`src/sv/egbs_pkg.sv`:
```
// Package: shared types, constants and helpers of the elevation grid sampler.
package egbs_pkg;

  localparam int MAX_SIDE    = 1201;
  localparam int SIDE_W      = 11;
  localparam int BANK_SIDE   = (MAX_SIDE + 1) / 2;
  localparam int BANK_DEPTH  = BANK_SIDE * BANK_SIDE;
  localparam int BANK_AW     = $clog2(BANK_DEPTH);
  localparam int NUM_BANKS   = 4;
  localparam int QUEUE_DEPTH = 4;
  localparam int QPTR_W      = $clog2(QUEUE_DEPTH);
  localparam int QCNT_W      = $clog2(QUEUE_DEPTH + 1);

  localparam logic [1:0] CFG_SIDE_IN_USE = 2'd0;
  localparam logic [1:0] CFG_TILE_LAT    = 2'd1;
  localparam logic [1:0] CFG_TILE_LON    = 2'd2;

  localparam logic OP_LOAD  = 1'b0;
  localparam logic OP_QUERY = 1'b1;

  typedef struct packed {
    logic               op;
    logic               outside;
    logic [SIDE_W-1:0]  row;
    logic [SIDE_W-1:0]  col;
    logic signed [15:0] height;
    logic [15:0]        dlat;
    logic [15:0]        dlon;
  } item_t;

  typedef struct packed {
    logic empty;
    logic near_full;
    logic full;
  } queue_stat_t;

  // Address of a sample inside its parity bank.
  function automatic logic [BANK_AW-1:0] bank_addr(input logic [SIDE_W-2:0] row_half,
                                                   input logic [SIDE_W-2:0] col_half);
    bank_addr = BANK_AW'(row_half * BANK_SIDE) + BANK_AW'(col_half);
  endfunction

endpackage

```
`src/sv/egbs_queue.sv`:
```
// Short transaction queue between front end and back end.
module egbs_queue
  import egbs_pkg::*;
(
  input  logic        clk,
  input  logic        rst,
  input  logic        push,
  input  item_t       push_item,
  input  logic        pop,
  output item_t       head,
  output queue_stat_t stat
);

  item_t             slots [QUEUE_DEPTH];
  logic [QPTR_W-1:0] wr_ptr;
  logic [QPTR_W-1:0] rd_ptr;
  logic [QCNT_W-1:0] count;

  assign head           = slots[rd_ptr];
  assign stat.empty     = (count == '0);
  assign stat.full      = (count == QCNT_W'(QUEUE_DEPTH));
  assign stat.near_full = (count >= QCNT_W'(QUEUE_DEPTH - 1));

  always_ff @(posedge clk) begin
    if (rst) begin
      wr_ptr <= '0;
      rd_ptr <= '0;
      count  <= '0;
    end else begin
      if (push) begin
        wr_ptr <= wr_ptr + 1'b1;
      end
      if (pop) begin
        rd_ptr <= rd_ptr + 1'b1;
      end
      case ({push, pop})
        2'b10:   count <= count + 1'b1;
        2'b01:   count <= count - 1'b1;
        default: count <= count;
      endcase
    end
    if (push) begin
      slots[wr_ptr] <= push_item;
    end
  end

endmodule

```
`config.mk`:
```
export PLATFORM = sky130hd
export DESIGN_NAME = egbs_queue
export DESIGN_NICKNAME = d
export VERILOG_FILES = /design/src/sv/egbs_pkg.sv /design/src/sv/egbs_queue.sv
export SDC_FILE = /design/constraint.sdc
export NUM_CORES = 1
export LEC_CHECK = 0
export BUFFER_PORTS_ARGS = -buffer_cell sky130_fd_sc_hd__buf_2
export CORE_UTILIZATION = 57
export CTS_CLUSTER_DIAMETER = 200
export CTS_CLUSTER_SIZE = 30
export DETAILED_ROUTE_END_ITERATION = 8
export PLACE_DENSITY = 0.79
export SETUP_SLACK_MARGIN = 0.4
export SYNTH_ARGS = -nofsm -noshare
export SYNTH_HDL_FRONTEND = slang
export SYNTH_SLANG_ARGS = --single-unit
```
`constraint.sdc`:
```
create_clock -name clk -period 3.4 [get_ports clk]
set_clock_uncertainty 0.1 [all_clocks]
set_input_delay 0 -clock clk [delete_from_list [all_inputs] [get_ports clk]]
set_output_delay 0 -clock clk [all_outputs]
set_load 0.005 [all_outputs]
```
; ---- After elaboration in Yosys (flattened, before gate mapping)
; Memories as Yosys holds them, arrays and structs flattened. A register that Yosys moved wholly into a read port is not among the register bits.
; Index checks and enable logic that the tools add are counted.
[word_totals]
regBits = 7
mem_bits_rw = 288
word_cells = 19
mem_count = 1
[classes]
n_addsub = 4
order_cmp = 1
eq_ne = 3
mux = 5
n_reduce_logical = 2
[mem_list]
columns = name, depth, word_bits, read_ports, rd_clocked_by_memory_dff, write_ports, line
row1 = slots, 4, 72, 1, 1, 1, egbs_queue.sv:14  ; item_t slots [QUEUE_DEPTH];
[ops]
columns = cell, n
row1 = $pmux 3 s2, 1
row2 = $add 2x1->2 const B, 2
row3 = $mux 2, 2
row4 = $add 3x1->3 const B, 1
row5 = $eq 3x3->1 const B, 1
row6 = $ge 3x2->1 const B, 1
row7 = $logic_not 3->1, 1
row8 = $sub 3x1->3 const B, 1
row9 = $eq 2x1->1 const B, 1
row10 = $eq 2x2->1 const B, 1
row11 = $mux 1, 2
row12 = $reduce_bool 2->1, 1

; ---- Logic depth before layout (Yosys ltp)
; Gate-level depths: netlist (run 1).
[depth]
word_depth = 3
ltp_mapped = 7
depth_no_buf = 7

; ---- Worst setup path after synthesis (run 1)
; No wires, ideal clock.
[synth_path]
path_kind = reg2reg
startpoint = register wr_ptr[0]
endpoint = memory slots[0][0] in the netlist's numbering, enable pin
t_arrival_ps = 2227
setup_slack_ps = 635
stages_incl_launch_ff = 4
synth_period_minus_slack_ps = 2765
cell_sequence = dfxtp_1 inv_1 ha_1 and2_1
[synth_lines]
columns = item, line
row1 = start: declaration, egbs_queue.sv:15  ; logic [QPTR_W-1:0] wr_ptr;
row2 = start signal: assignment, egbs_queue.sv:31  ; wr_ptr <= wr_ptr + 1'b1;
row3 = end: declaration, egbs_queue.sv:14
; No word-level cell before the write port.

==> metrics.log, run 1 <==
[metrics] outcome: complete, no violations
[metrics] routed vias/inst: 5.63
[metrics] number of global-route vias before repair: approximately 5400
[metrics] Critical Path, Cell by Cell: buf_4 > mux4_2 > buf_2
[metrics] Placed Instances: 799
[metrics] Lkg Pwr: 4.39 nW
[metrics] final slew viol count: 0
[metrics] DRC violation total after the first TritonRoute iteration: 346
[metrics] clock-pin slew reported for the worst setup and hold paths after clock tree synthesis: 0.11 ns
[metrics] slowest CP cell: dfxtp_4
[metrics] final-report setup violation count: 0
[metrics] Final Net Count: 738
[metrics] vias: approximately 5000
[metrics] share of synthesized area occupied by flip-flops and latches: 80.9%
[metrics] post-CTS repair timing setup buffer count: 0
[metrics] Final WS setup: 0.912 ns
[metrics] number of buffers added by the clock tree synthesis step: 13
[metrics] detail-routed net length per standard cell: 21.0 um
[metrics] total power: 6.71 mW
[metrics] Period Utilization, post-route: 73.2%
[metrics] worst path arrival time: 2.39 ns
[metrics] # resized after CTS: 0
[metrics] clock tree from TritonCTS: yes
[metrics] first-pass iteration count of the detailed router: 4
[metrics] count of boundary I/O pins: between 150 and 200
[metrics] overall overflow remaining after global route: 0
[metrics] number of buffers between clock root and the deepest sink: 3
[metrics] placeable core region: between 15000 and 20000 um^2
[metrics] diodes inserted: 0
[metrics] count of hold buffers inserted by post-cts repair: 76
[metrics] leading cell type in the layout, fill and taps excluded: edfxtp_1
[metrics] largest incremental delay on the critical path: 0.77 ns
[metrics] worst IR drop on VDD: 0.368 mV
[metrics] antenna violations before repair: 0
[metrics] number of endpoints with negative hold slack in the final report: 0
[metrics] filler cell count in the final layout: roughly 1100
[metrics] clock insertion delay at the later pin of the skew report: approximately 0.47 ns
[metrics] top cell family by delay on the critical path: flip-flops
[metrics] crit path launch type: register
[metrics] post-synth top area share: 79.3%
[metrics] data required time of the critical path: ~3.3 ns
[metrics] number of buffer and inverter stages on the critical path: 2
[metrics] crit path capture type: output port
[metrics] biggest area consumer among synthesized cells: edfxtp_1
[metrics] syn nets: 506
[metrics] first-pass GRT wire length: 29300 um
[metrics] register area: around 8800 um^2
[metrics] starting utilization of the core area: between 50 and 60%
[metrics] gate count after technology mapping: 424
[metrics] Final Instance Count excl. Fillers: 893
[metrics] number of synthesis warnings: 0
[metrics] relative slew slack: 29.7%
[metrics] classification of the worst setup path: register to output port
[metrics] count of distinct cell types in the synthesized netlist: 23
[metrics] aggregate global-route resource usage: 19.7%
[metrics] max-capacitance violation count: 0
[metrics] # H-tree levels: 1
[metrics] Crit Path Max Fanout: 34
[metrics] die boundary width: 140 um
[metrics] signed area change from the synthesized netlist to the final layout: 19.1%
[metrics] Avg Cell Area, Syn: between 20 and 30 um^2
[metrics] TritonCTS Sinks: 297
[metrics] aggregate negative setup slack: 0 ns
[metrics] slew of the pin with the lowest slew margin: 1.05 ns
[metrics] Remaining DRCs: 0
[metrics] maximum number of pins on one net before global-route repair: 73
[metrics] full die area: 19700 um^2
[metrics] area occupied by multi-input gates: 1870 um^2
[metrics] Final ANT Viol Nets: 0
[metrics] area of the mapped netlist: around 11000 um^2
[metrics] placed wire-length estimate after detailed placement: between 10000 and 15000 um
[metrics] unrepaired setup endpoints after global routing: false
[metrics] cell chosen for the clock root: clkbuf_16
[metrics] number of synthesized register bits: 297
[metrics] post-route minimum period: 2.49 ns
[metrics] highest clock frequency the design can meet: 402 MHz
[metrics] power density normalized to cell area: 516 nW/um^2
[metrics] fraction of layout cells with a size suffix above 1: 37.6%
[metrics] number of cell rows: 50
[metrics] count of buffers from port buffering: 150
[metrics] worst min path class: primary input to register
[metrics] Final Routed Wirelength: 18700 um
[metrics] Die Y: around 140 um
[metrics] commonest non-fill, non-tap cells in the layout: 288 x edfxtp_1, 150 x buf_2, 76 x dlygate4sd3_1
[metrics] worst hold slack: 0.163 ns
[metrics] top cells by area in the synthesized netlist: edfxtp_1 79%, mux4_2 14%, dfxtp_1 1.7%, buf_12 1.3%, ha_1 0.57%
[metrics] final RePlAce weighted congestion: around 0.72
[metrics] worst slack, placed: 1.37 ns
routing by layer:
metal / GRT usage [%] / vias to the layer above / wire length, um
li1: - / 2246 / -
met1: 27.4 / 2585 / 7880
met2: 33.1 / 176 / 9390
met3: 3.79 / 19 / 1250
met4: 4.05 / 0 / 209
met5: 0 / - / 0
power by group:
part	switching, mW	internal [mW]
Sequential	0.0932	4.19
Clock	0.975	0.714
Combinational	0.324	0.408
Total	1.39	5.32
Yosys cell counts:
| cell | number |
|---|---|
| clkbuf_1 | 2 |
| fa_1 | 1 |
| buf_6 | 1 |
| a21oi_1 | 2 |
| dfxtp_1 | 9 |
| edfxtp_1 | 288 |
| and2_1 | 4 |
| and3_1 | 1 |
| o21ai_0 | 1 |
| buf_12 | 7 |
| nor3_1 | 1 |
| mux4_2 | 70 |
| xor2_1 | 3 |
| or3_1 | 1 |
| xnor2_1 | 2 |
| inv_1 | 6 |
| a21o_1 | 1 |
| nor2_1 | 8 |
| buf_2 | 7 |
| mux4_1 | 2 |
| mux2i_1 | 1 |
| ha_1 | 5 |
| nand2_1 | 1 |
worst paths after layout:
path,from,cells past startpoint,endpoint,slack (ns)
max reg2reg,wr_ptr[0],4,slots[0][1],1.48
min reg2reg,rd_ptr[1],2,rd_ptr[1],0.44
min,push_item[32],2,slots[0][32],0.16
max,register,3,head[15],0.91
state kept, by name, summed over array words and instances, names as in the netlist, named ones only:
signal / count
slots: 288
count: 3
rd_ptr: 2
wr_ptr: 2
through the flow:
step | utilization, % | cell area (um^2)
2_1_floorplan | - | 10900
3_3_place_gp | 63.5 | 11900
3_5_place_dp | 63.5 | 11900
4_1_cts | 69.5 | 13000
5_1_grt | 69.5 | 13000
6_report | 69.5 | 13000
cell families (layout without fill, tap and decap cells):
family                   after synthesis  count (layout)  synth area share [%]
XOR/XNOR                               5               5                 0.401
adder cells (fa/ha/maj)                6               6                 0.757
flip-flops                           297             297                  80.9
AND/OR/NAND/NOR                       16              16                 0.700
buffers and inverters                 23             258                  1.98
AO/OA/AOI/OAI                          4               4                 0.206
multiplexers                          73              73                  15.0
layout make-up:
| class | instances | area share (%) |
|---|---|---|
| well taps | 234 | 2.25 |
| multi-input cells | 104 | 14.4 |
| inverters | 6 | 0.173 |
| repair buffers | 234 | 12.5 |
| clock buffers | 17 | 2.62 |
| clock inverters | 1 | 0.0385 |
| flip-flops and latches | 297 | 68.0 |
Note: power is estimated with default switching activity, not from simulation.
==> run 2: changes to the inputs <==
- clock period: 3.4 -> 2.3 ns (I/O delays scaled with it)
==> run 2 against run 1 <==
Against the previous run: sequential share of layout area fell by 2.0 points; wire length rose by 6.5%; clock power rose by 47%; critical path depth rose by 1; cell area rose by 3.0%; highest routed layer unchanged; largest cell class unchanged; die area did not move; power rose by 50%.
==> metrics.log, run 2 (same netlist as run 1, synthesis figures left out) <==
[metrics] first-pass GRT wire length: 29900 um (+2.3%)
[metrics] unrepaired setup endpoints after global routing: true
[metrics] worst min path class: primary input to register
[metrics] highest clock frequency the design can meet: about 510 MHz
[metrics] detail-routed net length per standard cell: 21.9 um (+4.4%)
[metrics] routed vias/inst: 5.71 (+1.4%)
[metrics] outcome: complete, no violations
[metrics] DRC violation total after the first TritonRoute iteration: 309 (-11%)
[metrics] Final ANT Viol Nets: 0 (unchanged)
[metrics] final RePlAce weighted congestion: 0.685 (-4.4%)
[metrics] TritonCTS Sinks: 297 (unchanged)
[metrics] number of global-route vias before repair: 5489 (+1.1%)
[metrics] Die Y: 140 um (unchanged)
[metrics] slew of the pin with the lowest slew margin: 0.536 ns (-0.518 ns)
[metrics] largest registers: slots (288), count (3)
[metrics] number of buffers between clock root and the deepest sink: 3 (unchanged)
[metrics] worst hold slack: 0.160 ns (-0.00341 ns)
[metrics] die boundary width: 140 um (unchanged)
[metrics] crit path launch type: register
[metrics] vias: 5198 (+3.4%)
[metrics] clock-pin slew reported for the worst setup and hold paths after clock tree synthesis: 0.11 ns (about the same)
[metrics] leading cell type in the layout, fill and taps excluded: edfxtp_1
[metrics] Remaining DRCs: 0 (unchanged)
[metrics] number of buffers added by the clock tree synthesis step: 13 (unchanged)
[metrics] antenna violations before repair: 0 (unchanged)
[metrics] filler cell count in the final layout: 1100 (-1.8%)
[metrics] placeable core region: 18700 um^2 (unchanged)
[metrics] classification of the worst setup path: register to output port
[metrics] commonest non-fill, non-tap cells in the layout: 288 x edfxtp_1, 145 x buf_2, 76 x dlygate4sd3_1
[metrics] cell chosen for the clock root: clkbuf_16
[metrics] Final Instance Count excl. Fillers: 911 (+2.0%)
[metrics] fraction of layout cells with a size suffix above 1: 39.6% (+2.0 points)
[metrics] switching fraction of total power: 20.8% (+0.034 points)
[metrics] final-report setup violation count: 0 (unchanged)
[metrics] aggregate negative setup slack: 0 ns (unchanged)
[metrics] register with the most flip-flops: slots
[metrics] full die area: 19700 um^2 (unchanged)
[metrics] max-capacitance violation count: 0 (unchanged)
[metrics] diodes inserted: 0 (unchanged)
[metrics] worst path arrival time: 1.87 ns (-0.52 ns)
[metrics] power density normalized to cell area: 752 nW/um^2 (+46%)
[metrics] signed area change from the synthesized netlist to the final layout: 22.7%
[metrics] post-route minimum period: 1.97 ns
[metrics] Period Utilization, post-route: approximately 86%
[metrics] Logic pwr share: 13.0% (+2.1 points)
[metrics] number of endpoints with negative hold slack in the final report: 0 (unchanged)
[metrics] clock insertion delay at the later pin of the skew report: 0.48 ns (about the same)
[metrics] number of cell rows: 50 (unchanged)
[metrics] maximum number of pins on one net before global-route repair: 73 (unchanged)
[metrics] Net Switching: 2.09 mW (+50%)
[metrics] overall overflow remaining after global route: 0 (unchanged)
[metrics] post-place instance area: 12000 um^2 (+0.67%)
[metrics] Lkg Pwr: 4.57 nW (+4.0%)
[metrics] worst IR drop on VDD: 0.643 mV (+75%)
[metrics] final slew viol count: 0 (unchanged)
[metrics] max reg flops: 288 (unchanged)
[metrics] Clk pwr share: 24.7% (-0.5 points)
[metrics] first-pass iteration count of the detailed router: 4 (unchanged)
[metrics] Placed Instances: 803 (+0.50%)
[metrics] crit path capture type: output port
[metrics] aggregate global-route resource usage: 20.2% (+0.51 points)
[metrics] data required time of the critical path: 2.20 ns (-1.10 ns)
[metrics] Final Net Count: 757 (+2.6%)
[metrics] final std cell area, no fill: 13400 um^2 (+3.0%)
[metrics] Crit Path Max Fanout: 6 (-82%)
[metrics] Power Internal: 7.97 mW (+50%)
[metrics] relative slew slack: 64.3% (+35 points)
[metrics] # H-tree levels: 1 (unchanged)
[metrics] count of buffers from port buffering: 150 (unchanged)
[metrics] Final Routed Wirelength: 20000 um (+6.5%)
[metrics] total power: 10.1 mW (+50%)
[metrics] count of boundary I/O pins: 151 (unchanged)
[metrics] clock tree from TritonCTS: yes
[metrics] share of power burned in registers: 62.3% (-1.6 points)
[metrics] placed wire-length estimate after detailed placement: 11000 um (-1.6%)
[metrics] starting utilization of the core area: 58.3% (unchanged)
## run 2: layout make-up
class / instances / area (um^2) / share of cell area (%)
well taps: 234 / 293 / 2.19
flip-flops and latches: 297 / 8840 / 66.0
inverters: 6 / 22.5 / 0.168
clock inverters: 1 / 5.00 / 0.0374
clock buffers: 16 / 337 / 2.52
multi-input cells: 104 / 1870 / 14.0
repair buffers: 253 / 2020 / 15.1
## run 2: final timing paths
path | startpoint | end | slack (ns) | depth (start not counted)
max | register | head[19] | 0.33 | 4
min | push_item[16] | slots[0][16] | 0.16 | 2
max reg2reg | wr_ptr[0] | slots[3][45] | 0.58 | 3
min reg2reg | count[2] | count[2] | 0.44 | 2
## run 2: repair_timing
action / CTS / global route
gates cloned: 0 / 7
buffers inserted: 4 / 4
hold buffers: 76 / 0
gates resized for setup: 4 / 17
setup endpoints to repair: 72 / 72
hold endpoints to repair: 297 / 0
## run 2: worst max-delay path: stages, from the launching register on
cell and delay (ns):
dfxtp_4 0.41, buf_4 0.16, clkbuf_16 0.16, mux4_2 0.51, buf_2 0.15
## run 2: layer usage
metal	share of wire, %	up-vias	global-route usage (%)	routed length, um
met4	1.2	0	3.70	249
met5	0	-	0	0
met3	5.6	16	3.79	1130
met2	52	178	36.1	10500
li1	-	2289	-	-
met1	41	2715	26.3	8110
## run 2: power groups by stage
stage          registers (mW)  logic [mW]  clock network [mW]
2_1_floorplan            6.37       0.649                   0
3_3_place_gp             6.39        1.04                   0
3_5_place_dp             6.41        1.06                   0
4_1_cts                  6.27        1.21                2.56
5_1_grt                  6.29        1.41                2.70
6_report                 6.27        1.31                2.48
## run 2: per-stage QoR
step                utilization (%)  setup slack (ns)
global placement               64.0             0.582
finish                         71.5             0.329
detailed placement             64.0             0.571
global route                   71.5             0.278
CTS                            70.1             0.257
floorplan                         -             0.688
