## src/sv/egbs_pkg.sv

```systemverilog
// Package: shared types, constants and helpers of the elevation grid sampler.
package egbs_pkg;

  localparam int MAX_SIDE    = 1201;
  localparam int SIDE_W      = 11;
  localparam int BANK_SIDE   = (MAX_SIDE + 1) / 2;
  localparam int BANK_DEPTH  = BANK_SIDE * BANK_SIDE;
  localparam int BANK_AW     = $clog2(BANK_DEPTH);
  localparam int NUM_BANKS   = 4;
  localparam int QUEUE_DEPTH = 4;
  localparam int QPTR_W      = $clog2(QUEUE_DEPTH);
  localparam int QCNT_W      = $clog2(QUEUE_DEPTH + 1);

  localparam logic [1:0] CFG_SIDE_IN_USE = 2'd0;
  localparam logic [1:0] CFG_TILE_LAT    = 2'd1;
  localparam logic [1:0] CFG_TILE_LON    = 2'd2;

  localparam logic OP_LOAD  = 1'b0;
  localparam logic OP_QUERY = 1'b1;

  typedef struct packed {
    logic               op;
    logic               outside;
    logic [SIDE_W-1:0]  row;
    logic [SIDE_W-1:0]  col;
    logic signed [15:0] height;
    logic [15:0]        dlat;
    logic [15:0]        dlon;
  } item_t;

  typedef struct packed {
    logic empty;
    logic near_full;
    logic full;
  } queue_stat_t;

  // Address of a sample inside its parity bank.
  function automatic logic [BANK_AW-1:0] bank_addr(input logic [SIDE_W-2:0] row_half,
                                                   input logic [SIDE_W-2:0] col_half);
    bank_addr = BANK_AW'(row_half * BANK_SIDE) + BANK_AW'(col_half);
  endfunction

endpackage

```

## src/sv/egbs_front.sv

```systemverilog
// Front end: takes commands, computes tile offsets and the outside check.
module egbs_front
  import egbs_pkg::*;
(
  input  logic               clk,
  input  logic               rst,
  input  logic               start,
  input  logic               op,
  input  logic [SIDE_W-1:0]  sample_row,
  input  logic [SIDE_W-1:0]  sample_col,
  input  logic signed [15:0] sample_height,
  input  logic signed [23:0] query_lat,
  input  logic signed [24:0] query_lon,
  input  logic signed [7:0]  tile_lat,
  input  logic signed [8:0]  tile_lon,
  input  queue_stat_t        q_stat,
  output logic               busy,
  output logic               push,
  output item_t              item
);

  logic               accept;
  logic               valid;
  logic signed [24:0] dlat;
  logic signed [25:0] dlon;

  assign busy   = q_stat.near_full;
  assign accept = start && !busy;
  assign push   = valid;

  assign dlat = {query_lat[23], query_lat} - {tile_lat[7], tile_lat, 16'h0000};
  assign dlon = {query_lon[24], query_lon} - {tile_lon[8], tile_lon, 16'h0000};

  always_ff @(posedge clk) begin
    if (rst) begin
      valid <= 1'b0;
    end else begin
      valid <= accept;
    end
    if (accept) begin
      item.op      <= op;
      item.outside <= (dlat[24:16] != '0) || (dlon[25:16] != '0);
      item.row     <= sample_row;
      item.col     <= sample_col;
      item.height  <= sample_height;
      item.dlat    <= dlat[15:0];
      item.dlon    <= dlon[15:0];
    end
  end

endmodule

```

## config.mk

```make
export PLATFORM = sky130hd
export DESIGN_NAME = egbs_front
export DESIGN_NICKNAME = d
export VERILOG_FILES = /design/src/sv/egbs_pkg.sv /design/src/sv/egbs_front.sv
export SDC_FILE = /design/constraint.sdc
export NUM_CORES = 1
export LEC_CHECK = 0
export BUFFER_PORTS_ARGS = -buffer_cell sky130_fd_sc_hd__buf_4
export CAP_MARGIN = 0
export CORE_AREA = 2 2 90 92
export DETAILED_ROUTE_END_ITERATION = 8
export DIE_AREA = 0 0 92 94
export PLACE_DENSITY = 0.75
export SLEW_MARGIN = 20
export SYNTH_ARGS = -nofsm -noshare
export SYNTH_HDL_FRONTEND = slang
export SYNTH_SLANG_ARGS = --single-unit
```

## constraint.sdc

```tcl
create_clock -name clk -period 5.1 [get_ports clk]
set_input_delay 1.02 -clock clk [delete_from_list [all_inputs] [get_ports clk]]
set_output_delay 1.02 -clock clk [all_outputs]
set_load 0.01 [all_outputs]
```

# == Yosys cells after proc, flatten, opt, wreduce, memory -nomap -nowiden ==
# Cells that the tools add are included.
# op_classes
eq_ne,0
n_lt_le_gt_ge,0
n_addsub,2
multipliers,0
muxes,0
reduce_logical,5
n_shift,0
bitwise,0
div_mod_pow,0
# op_table
op,count
$sub A25 B25 Y26,1
$sub A24 B24 Y25,1
$reduce_bool A10 Y1,1
$reduce_bool A9 Y1,1
$logic_and A1 B1 Y1,1
$logic_not A1 Y1,1
$logic_or A1 B1 Y1,1
# word_totals
out_inout_bits,74
register_bits,73
memories,0
rom_bits,0
latch_bits,0
ramBits,0
in_bits,111
elab_cells,15

# == Logic depth before layout (Yosys ltp) ==
# Gate-level depths: netlist of the first run.
# depth
word_depth,3
depth_mapped,8
mapped_depth_nobuf,8

# == Worst setup path after synthesis of the first run ==
# No wires, ideal clock.
# synth_path
kind,input to register
startpoint,input q_stat[1] (netlist name)
endpoint,register item[0] (netlist name) (enable)
path_buffers,0
t_arrival_ns,4.254
setup_slack_ns,0.332
path_stages,1
setup_time_ns,0.513
t_required_ns,4.587
path_cell_list,nor2b_1
# synth_between
elab_chain_cells,2
# synth_lines
item,line,source
from (decl),egbs_front.sv:16,"input queue_stat_t q_stat,"
$logic_not A1 Y1,egbs_front.sv:28,assign accept = start && !busy;
$logic_and A1 B1 Y1,egbs_front.sv:28,
to (decl),egbs_front.sv:19,output item_t item
# Every way passes these cells.
# A chain may end at the register's enable or synchronous reset.

# == Worst setup path after layout of the first run ==
# layout_path
startpoint,input query_lon[17]
endpoint,register item[70] (netlist name) (data pin)
# layout_between
elab_chain_cells,3
# layout_lines
item,line,source
from (decl),egbs_front.sv:13,"input logic signed [24:0] query_lon,"
$sub A25 B25 Y26,egbs_front.sv:32,"assign dlon = {query_lon[24], query_lon} - {tile_lon[8], tile_lon, 16'h0000};"
$reduce_bool A10 Y1,egbs_front.sv:42,item.outside <= (dlat[24:16] != '0) || (dlon[25:16] != '0);
$logic_or A1 B1 Y1,egbs_front.sv:42,
# Every way passes these cells.

==> metrics.md, run 1 <==
| Metric | Value |
|---|---|
| Outcome | `complete, no violations` |
| CP arrival | `approximately 2800 ps` |
| CP Class | `primary input to flip-flop` |
| Bufs on Longest Clock Path | `2` |
| Simple-gate portion of the synthesized area | `a little under 6%` |
| Final core occ | `59.9%` |
| DRT antenna net count | `0` |
| Commonest non-fill, non-tap cell in the layout | `buf_4` |
| Setup crit start kind | `primary input` |
| Hold path start | `rst` |
| Commonest non-fill, non-tap cells in the layout | `184 x buf_4, 72 x edfxtp_1, 18 x inv_1, 17 x ha_1, 9 x clkbuf_8` |
| Root Buffer | `clkbuf_8` |
| Vias | `around 2200` |
| Post-synth EDFFs | `72` |
| Core box area | `roughly 7600 µm²` |
| # placed instances | `about 460` |
| Initial antenna violation count | `0` |
| Yosys reg bits | `73` |
| Setup bufs post-CTS | `0` |
| Mux share of post-synthesis cell area | `less than 1%` |
| NumNets Final | `between 400 and 500` |
| Sequential area share after synthesis | `roughly three quarters` |
| Worst Setup End Kind | `flip-flop` |
| Unrepaired setup endpoints after global routing | `false` |
| Hold WC Path Type | `primary input to flip-flop` |
| Post-Syn Instances | `~170` |
| Detailed Routing Iterations Pass 1 | `4` |
| Max Cap Viol | `0` |
| TritonCTS clock tree | `built` |
| Distinct cells, synth | `37` |
| Setup violators final | `0` |
| F_max | `between 0.3 and 0.4 GHz` |
| Crit path from | `query_lon[17]` |
| Initial drt markers | `91` |
| Setup TNS | `0 ps` |
| Final hold vios | `0` |
| Tcrit/Tclk final | `a little over half` |
| Placer Congestion | `around 0.8` |
| Slew HR | `between 30% and 40%` |
| Post-Syn Area | `roughly 2900 µm²` |
| Row count | `32` |
| Global Route Usage Sum | `approximately 16%` |
| Synth Flop Type | `edfxtp_1` |
| CTS H-tree depth | `3` |
| Compound-Gate Fraction of Synth Area | `between 7 and 8%` |
| CTS Sinks | `73` |
| # IOs | `between 150 and 200` |
| Remaining DRCs | `0` |
| Dpl hpwl | `5760 µm` |
| Full die area | `8650 µm²` |
| WHS Endpoint | `push` |
| Max Slew Vio Count | `0` |
| DR WL/cell | `15.4 µm` |
| Fraction of layout cells with a size suffix above 1 | `between 50% and 60%` |
| Mapped Nets | `299` |
| CTS Hold Buffers Added | `0` |
| Grt total ovfl | `0` |
| Ant. Diodes | `0` |
| Layout Cells excl Fill | `472` |
| Fin Hold WS | `about 830 ps` |
| Initial core utilization | `a little under two fifths` |
| Post-Route WL | `between 7000 and 8000 µm` |
| Crit path required time | `5190 ps` |
| XOR/XNOR Fraction of Synth Area | `0%` |
| Worst-margin pin slew | `roughly 1000 ps` |
| Static leakage | `a little over 2 nW` |
| Largest family of logic cells by synthesized area | `adder cells` |
| Pwr dens | `roughly 300 nW/µm²` |
| Via density | `between 4 and 5` |
| I/O Buffers | `roughly 180` |
| Crit path max fanout | `3` |
| Max VDD drop | `between 0.15 and 0.2 mV` |
| Fin area | `between 4000 and 5000 µm²` |
| Largest net degree at the start of global routing | `39` |
| Cts bufs inserted | `9` |
| Async S/R FF share, synth | `0%` |
| Die Width | `92 µm` |
| Crit path time final | `about 2700 ps` |
| Clock-pin slew on the worst setup and hold paths | `about 80 ps` |
| Vias in the first global route | `around 2200` |
| Adder-cell share of the synthesized area | `under 10%` |
| Syn Area/Cell | `about 17 µm²` |
| Post-place instance area | `4370 µm²` |
| Hold Crit Depth | `2` |
| Die H | `~94 µm` |
| PostCTS Resize Cnt | `0` |
| Synth warnings | `0` |
| Area delta synth->final | `59.1%` |
| First-pass GRT wire length | `around 11000 µm` |
## through the flow
| step | total power, mW | setup slack, ps |
|---|---|---|
| 3_3_place_gp | 0.944 | 2040 |
| 6_report | 1.36 | 2380 |
| 5_1_grt | 1.42 | 2270 |
| 4_1_cts | 1.38 | 2370 |
| 3_5_place_dp | 0.951 | 2000 |
| 2_1_floorplan | 0.814 | 332 |
## how the worst max path moves through the flow
stage / end / cells past startpoint / slack (ps)
4_1_cts: item[70] / 8 / 2370
6_report: item[70] / 8 / 2380
2_1_floorplan: item[0] / 1 / 330
3_3_place_gp: item[70] / 8 / 2040
3_5_place_dp: item[70] / 8 / 2000
5_1_grt: item[70] / 7 / 2270
## cell usage after synthesis, types with 2 or more instances
library cell,n,area share (%)
edfxtp_1,72,76
or3_1,2,0.44
o21a_1,3,0.79
nor2b_1,2,0.44
mux2i_1,2,0.70
a21o_2,2,0.61
inv_1,18,2.4
nor3_1,2,0.35
nand2_1,4,0.52
ha_1,17,7.4
o21ai_0,6,1.0
nand2b_1,2,0.44
nand3_1,2,0.35
o31a_1,2,0.61
nor2_1,7,0.92
a21oi_1,6,1.0
o211a_1,2,0.70
## where the power goes
part	internal [mW]	switching (mW)
Sequential	0.703	0.0110
Combinational	0.128	0.0923
Clock	0.185	0.240
Total	1.02	0.343
## logic make-up after synthesis
logic type               count (synthesis)
AND/OR/NAND/NOR                         30
AO/OA/AOI/OAI                           30
buffers and inverters                   19
flip-flops                              73
adder cells (fa/ha/maj)                 17
multiplexers                             2
## state kept, by name, summed over array words and instances, names as in the netlist
register,cells
item,72
push,1
## critical path: stages
cell and delay, ps:
buf_4 110, ha_1 290, and2b_2 210, o31a_1 270
o21ai_0 240, mux2i_1 210, nand3_1 80, a2111o_1 380
## layout make-up
class / instances / area (µm²)
Timing Repair Buffer: 184 / 1380
Inverter: 18 / 67.6
Clock buffer: 9 / 124
Tap cell: 102 / 128
Fill cell: 618 / 3050
Multi-Input combinational cell: 79 / 613
Clock inverter: 7 / 60.1
Sequential cell: 73 / 2180
## routing by layer
| metal | global-route usage (%) | wire [µm] |
|---|---|---|
| met1 | 17.9 | 2630 |
| met2 | 28.9 | 3800 |
| met3 | 5.94 | 694 |
| met4 | 7.46 | 147 |
| met5 | 0 | 0 |
Note: power is estimated with default switching activity, not from simulation.
==> run 2: changes to the inputs <==
CORE_AREA = 2 2 86 88   (was 2 2 90 92)
DIE_AREA = 0 0 88 90   (was 0 0 92 94)
PLACE_DENSITY = 0.78   (was 0.75)
clock period = 2.8 ns   (was 5.1 ns; I/O delays follow)
==> metrics.md, run 2 (same netlist as run 1, synthesis figures left out) <==
| Metric | Value |
|---|---|
| Hold WC Path Type | `primary input to flip-flop` |
| NumNets Final | `a little under 500` |
| First-pass GRT wire length | `around 11000 µm` |
| Remaining DRCs | `0` |
| Initial core utilization | `between 40% and 50%` |
| Die H | `90 µm` |
| DRT antenna net count | `0` |
| Crit path largest cell delay | `between 300 and 400 ps` |
| Full die area | `roughly 8000 µm²` |
| Global Route Usage Sum | `a little under a fifth` |
| Static leakage | `around 2 nW` |
| Bufs on Longest Clock Path | `2` |
| Initial drt markers | `72` |
| Tcrit/Tclk final | `between 80 and 90%` |
| Placer Congestion | `roughly 0.74` |
| Die Width | `a little under 90 µm` |
| Setup bufs post-CTS | `0` |
| CTS Sinks | `between 70 and 80` |
| Commonest non-fill, non-tap cell in the layout | `buf_4` |
| CTS H-tree depth | `3` |
| Max VDD drop | `between 0.2 and 0.3 mV` |
| Max FFs per register | `between 70 and 80` |
| Via density | `~4.7` |
| Fraction of layout cells with a size suffix above 1 | `a little under three fifths` |
| Setup violators final | `0` |
| # IOs | `185` |
| Largest net degree at the start of global routing | `between 70 and 80` |
| Detailed Routing Iterations Pass 1 | `4` |
| Crit path max fanout | `3` |
| Max Cap Viol | `0` |
| Row count | `31` |
| Outcome | `complete, no violations` |
| Worst Setup End Kind | `flip-flop` |
| TritonCTS clock tree | `built` |
| Worst-margin pin slew | `378 ps` |
| Setup TNS | `0 ps` |
| Vias in the first global route | `2194` |
| Core box area | `between 7000 and 8000 µm²` |
| CTS Hold Buffers Added | `0` |
| Setup crit start kind | `primary input` |
| Grt total ovfl | `0` |
| Cts bufs inserted | `9` |
| I/O Buffers | `approximately 180` |
| Critical path cell sequence | `buf_4 -> ha_1 -> and2b_2 -> o31a_1 -> o21ai_0 -> mux2i_1 -> nand3_1 -> a2111o_1` |
| Most flop-heavy register | `item` |
| F_max | `about 0.45 GHz` |
| Power Total | `between 2 and 2.5 mW` |
| Critical-path top delay cell | `a2111o_1` |
| Initial antenna violation count | `1` |
| Vias | `between 2000 and 2500` |
| Root Buffer | `clkbuf_8` |
| DR WL/cell | `15.8 µm` |
| Crit path required time | `approximately 2900 ps` |
| Commonest non-fill, non-tap cells in the layout | `182 x buf_4, 72 x edfxtp_1, 18 x inv_1, 17 x ha_1, 9 x clkbuf_8` |
| Area delta synth->final | `59.3%` |
| PostCTS Resize Cnt | `0` |
| CP Class | `primary input to flip-flop` |
| Crit path time final | `~2200 ps` |
| Clock-pin slew on the worst setup and hold paths | `roughly 80 ps` |
| Dpl hpwl | `a little under 6000 µm` |
| Slew HR | `between 70 and 80%` |
| Unrepaired setup endpoints after global routing | `false` |
| Final hold vios | `0` |
| Post-Route WL | `~7400 µm` |
| CP arrival | `around 2300 ps` |
| Pwr dens | `543 nW/µm²` |
| Max Slew Vio Count | `0` |
-- run 2: cell count changes in the layout (fill, tap and decap cells not counted) --
cell	change
inv_6	-1
clkinv_4	+2
diode_2	+1
buf_12	+1
buf_4	-2
clkinvlp_4	-1
-- run 2: routing by layer --
metal	global-route usage (%)	share of wire (%)
met5	0	0
met4	8.21	1.4
met3	6.98	10
met2	33.9	55
met1	17.8	33
-- run 2: worst max-delay path: cells and delay by family --
kind	cells	cell delay [ps]
AO/OA/AOI/OAI	3	860
adder cells (fa/ha/maj)	1	310
buffers and inverters	1	110
multiplexers	1	210
AND/OR/NAND/NOR	2	300
-- run 2: area by class of cell --
cell class	instances	area, µm²
fill	532	2460
sequential	73	2180
timing repair buffer	183	1390
multi-input combinational	79	613
clock buffer	9	124
tap	99	124
inverter	18	67.6
clock inverter	7	61.3
antenna	1	2.50
-- run 2: worst paths after layout --
| check | slack, ps | endpoint | from | cells past startpoint |
|---|---|---|---|---|
| max | 560 | item[70] | query_lon[17] | 8 |
| min | 370 | push | rst | 2 |
-- run 2: power by group --
part | internal, mW | total, mW | switching [mW]
registers | 1.28 | 1.30 | 0.0193
clock network | 0.337 | 0.769 | 0.433
logic | 0.235 | 0.406 | 0.171
-- run 2: stage by stage --
| stage | setup slack (ps) | std cells | hold WS (ps) | utilization [%] | area (µm²) |
|---|---|---|---|---|---|
| floorplan | 414 | 171 | 632 | - | 2870 |
| global placement | 217 | 452 | 721 | 62.3 | 4370 |
| detailed placement | 177 | 452 | 728 | 62.3 | 4370 |
| CTS | 547 | 468 | 354 | 64.9 | 4560 |
| global route | 461 | 469 | 361 | 65.0 | 4560 |
| finish | 556 | 469 | 367 | 65.0 | 4560 |
==> run 3: changes to the inputs <==
CORE_AREA = 2 2 90 92   (was 2 2 86 88)
DIE_AREA = 0 0 92 94   (was 0 0 88 90)
PLACE_DENSITY = 0.75   (was 0.78)
clock period = 1.8 ns   (was 2.8 ns; I/O delays follow)
==> metrics.md, run 3 (same netlist as run 1, synthesis figures left out) <==
| Metric | Value |
|---|---|
| Fraction of layout cells with a size suffix above 1 | `between 50% and 60%` |
| Cts bufs inserted | `9` |
| Outcome | `finished, violations left` |
| Unrepaired setup endpoints after global routing | `true` |
| Setup TNS | `-77.4 ps` |
| Core box area | `about 7600 µm²` |
| Initial core utilization | `a little under two fifths` |
| Placer Congestion | `roughly 0.84` |
| Largest net degree at the start of global routing | `32` |
| Crit path max fanout | `3` |
| Bufs on Longest Clock Path | `2` |
| Vias | `2297` |
| Remaining DRCs | `0` |
| Crit path time final | `approximately 1900 ps` |
| Critical Path Sink | `item[70]` |
| Setup bufs post-CTS | `0` |
| Grt total ovfl | `0` |
| I/O Buffers | `roughly 180` |
| First-pass GRT wire length | `between 10000 and 15000 µm` |
| Max VDD drop | `0.387 mV` |
| Commonest non-fill, non-tap cell in the layout | `buf_4` |
| Via density | `4.59` |
| DRT antenna net count | `0` |
| TritonCTS clock tree | `built` |
| Crit path from | `tile_lon[1]` |
| Clock-pin slew on the worst setup and hold paths | `approximately 80 ps` |
| Die Width | `approximately 92 µm` |
| Tcrit/Tclk final | `104%` |
| Dpl hpwl | `approximately 6500 µm` |
| Initial drt markers | `70` |
| Crit path required time | `roughly 1900 ps` |
| Most flop-heavy register | `item` |
| Pwr dens | `825 nW/µm²` |
| Final worst setup slack | `-77.4 ps` |
| Final hold vios | `0` |
| Filler instances | `a little under 600` |
| Die H | `between 90 and 100 µm` |
| Slew HR | `74.2%` |
| Static leakage | `~2.2 nW` |
| Fin Hold WS | `167 ps` |
| Initial antenna violation count | `2` |
| Full die area | `~8600 µm²` |
| CP Class | `primary input to flip-flop` |
| Worst Setup End Kind | `flip-flop` |
| Commonest non-fill, non-tap cells in the layout | `206 x buf_4, 72 x edfxtp_1, 17 x inv_1, 14 x ha_1, 9 x clkbuf_8` |
| Max FFs per register | `~70` |
| # IOs | `185` |
| Hold WC Path Type | `primary input to flip-flop` |
| DR WL/cell | `roughly 16 µm` |
| Failing checks | `setup timing` |
| Setup violators final | `1` |
| Root Buffer | `clkbuf_8` |
| CP arrival | `about 2000 ps` |
| Worst-margin pin slew | `roughly 390 ps` |
| CTS Hold Buffers Added | `0` |
| Final core occ | `between 60% and 70%` |
| Place WS | `-547 ps` |
| Max Cap Viol | `0` |
| Vias in the first global route | `~2300` |
| Detailed Routing Iterations Pass 1 | `4` |
| CTS Sinks | `73` |
| CTS H-tree depth | `3` |
| Area delta synth->final | `69.5%` |
| F_max | `roughly 0.53 GHz` |
| Max Slew Vio Count | `0` |
| Post-Route WL | `approximately 7900 µm` |
| NumNets Final | `roughly 520` |
| Setup crit start kind | `primary input` |
| Global Route Usage Sum | `18.2%` |
| Row count | `32` |
-- run 3: cell types whose count changed in the layout (fill, tap and decap cells not counted), sizes merged --
cell | previous run | this run
buf | 183 | 210
bufinv | 0 | 1
clkinv | 2 | 3
diode | 1 | 2
inv | 21 | 19
-- run 3: worst min-delay path by stage --
stage / startpoint / end / slack, ps / cells after the start
after floorplan: rst / push / 430 / 1
after global placement: rst / push / 520 / 2
after detailed placement: rst / push / 530 / 2
after CTS: rst / push / 140 / 2
after global routing: rst / push / 150 / 2
final: rst / push / 170 / 2
-- run 3: through the flow --
step / power, mW / area (µm²) / instances
after global placement: 2.76 / 4630 / 482
after detailed placement: 2.79 / 4630 / 482
final: 4.00 / 4850 / 500
after global routing: 4.17 / 4850 / 500
after floorplan: 2.31 / 2910 / 171
after CTS: 4.05 / 4850 / 498
-- run 3: routing by layer --
metal	track usage, %	wire length (µm)
met5	0	0
met4	11.2	281
met3	6.82	790
met2	32.5	4190
met1	17.8	2620
-- run 3: final cells by class --
type | count | area (µm²) | share of cell area [%]
multi-input combinational | 79 | 652 | 13.4
antenna | 2 | 5.00 | 0.103
clock inverter | 7 | 68.8 | 1.42
inverter | 18 | 80.1 | 1.65
timing repair buffer | 210 | 1610 | 33.2
clock buffer | 9 | 124 | 2.55
tap | 102 | 128 | 2.63
sequential | 73 | 2180 | 45.0
-- run 3: power breakdown --
group	total [mW]	internal, mW	switching [mW]	leakage [nW]
Combinational	0.727	0.432	0.295	1.42
Clock	1.25	0.637	0.615	0.0954
Sequential	2.02	1.99	0.0304	0.686
-- run 3: repair_timing --
action | in CTS | in global routing
gates resized for setup | 5 | 0
pin swaps | 5 | 0
endpoints found under the setup margin | 1 | 1
gates cloned | 0 | 0
hold endpoints to repair | 0 | 0
-- run 3: worst max-delay path, stage by stage --
cell      delay [ps]
buf_8            110
inv_12            40
ha_4             180
and2b_2          200
o31a_1           280
o211a_1          250
nor2_1            90
o21ai_1           70
a2111o_1         360
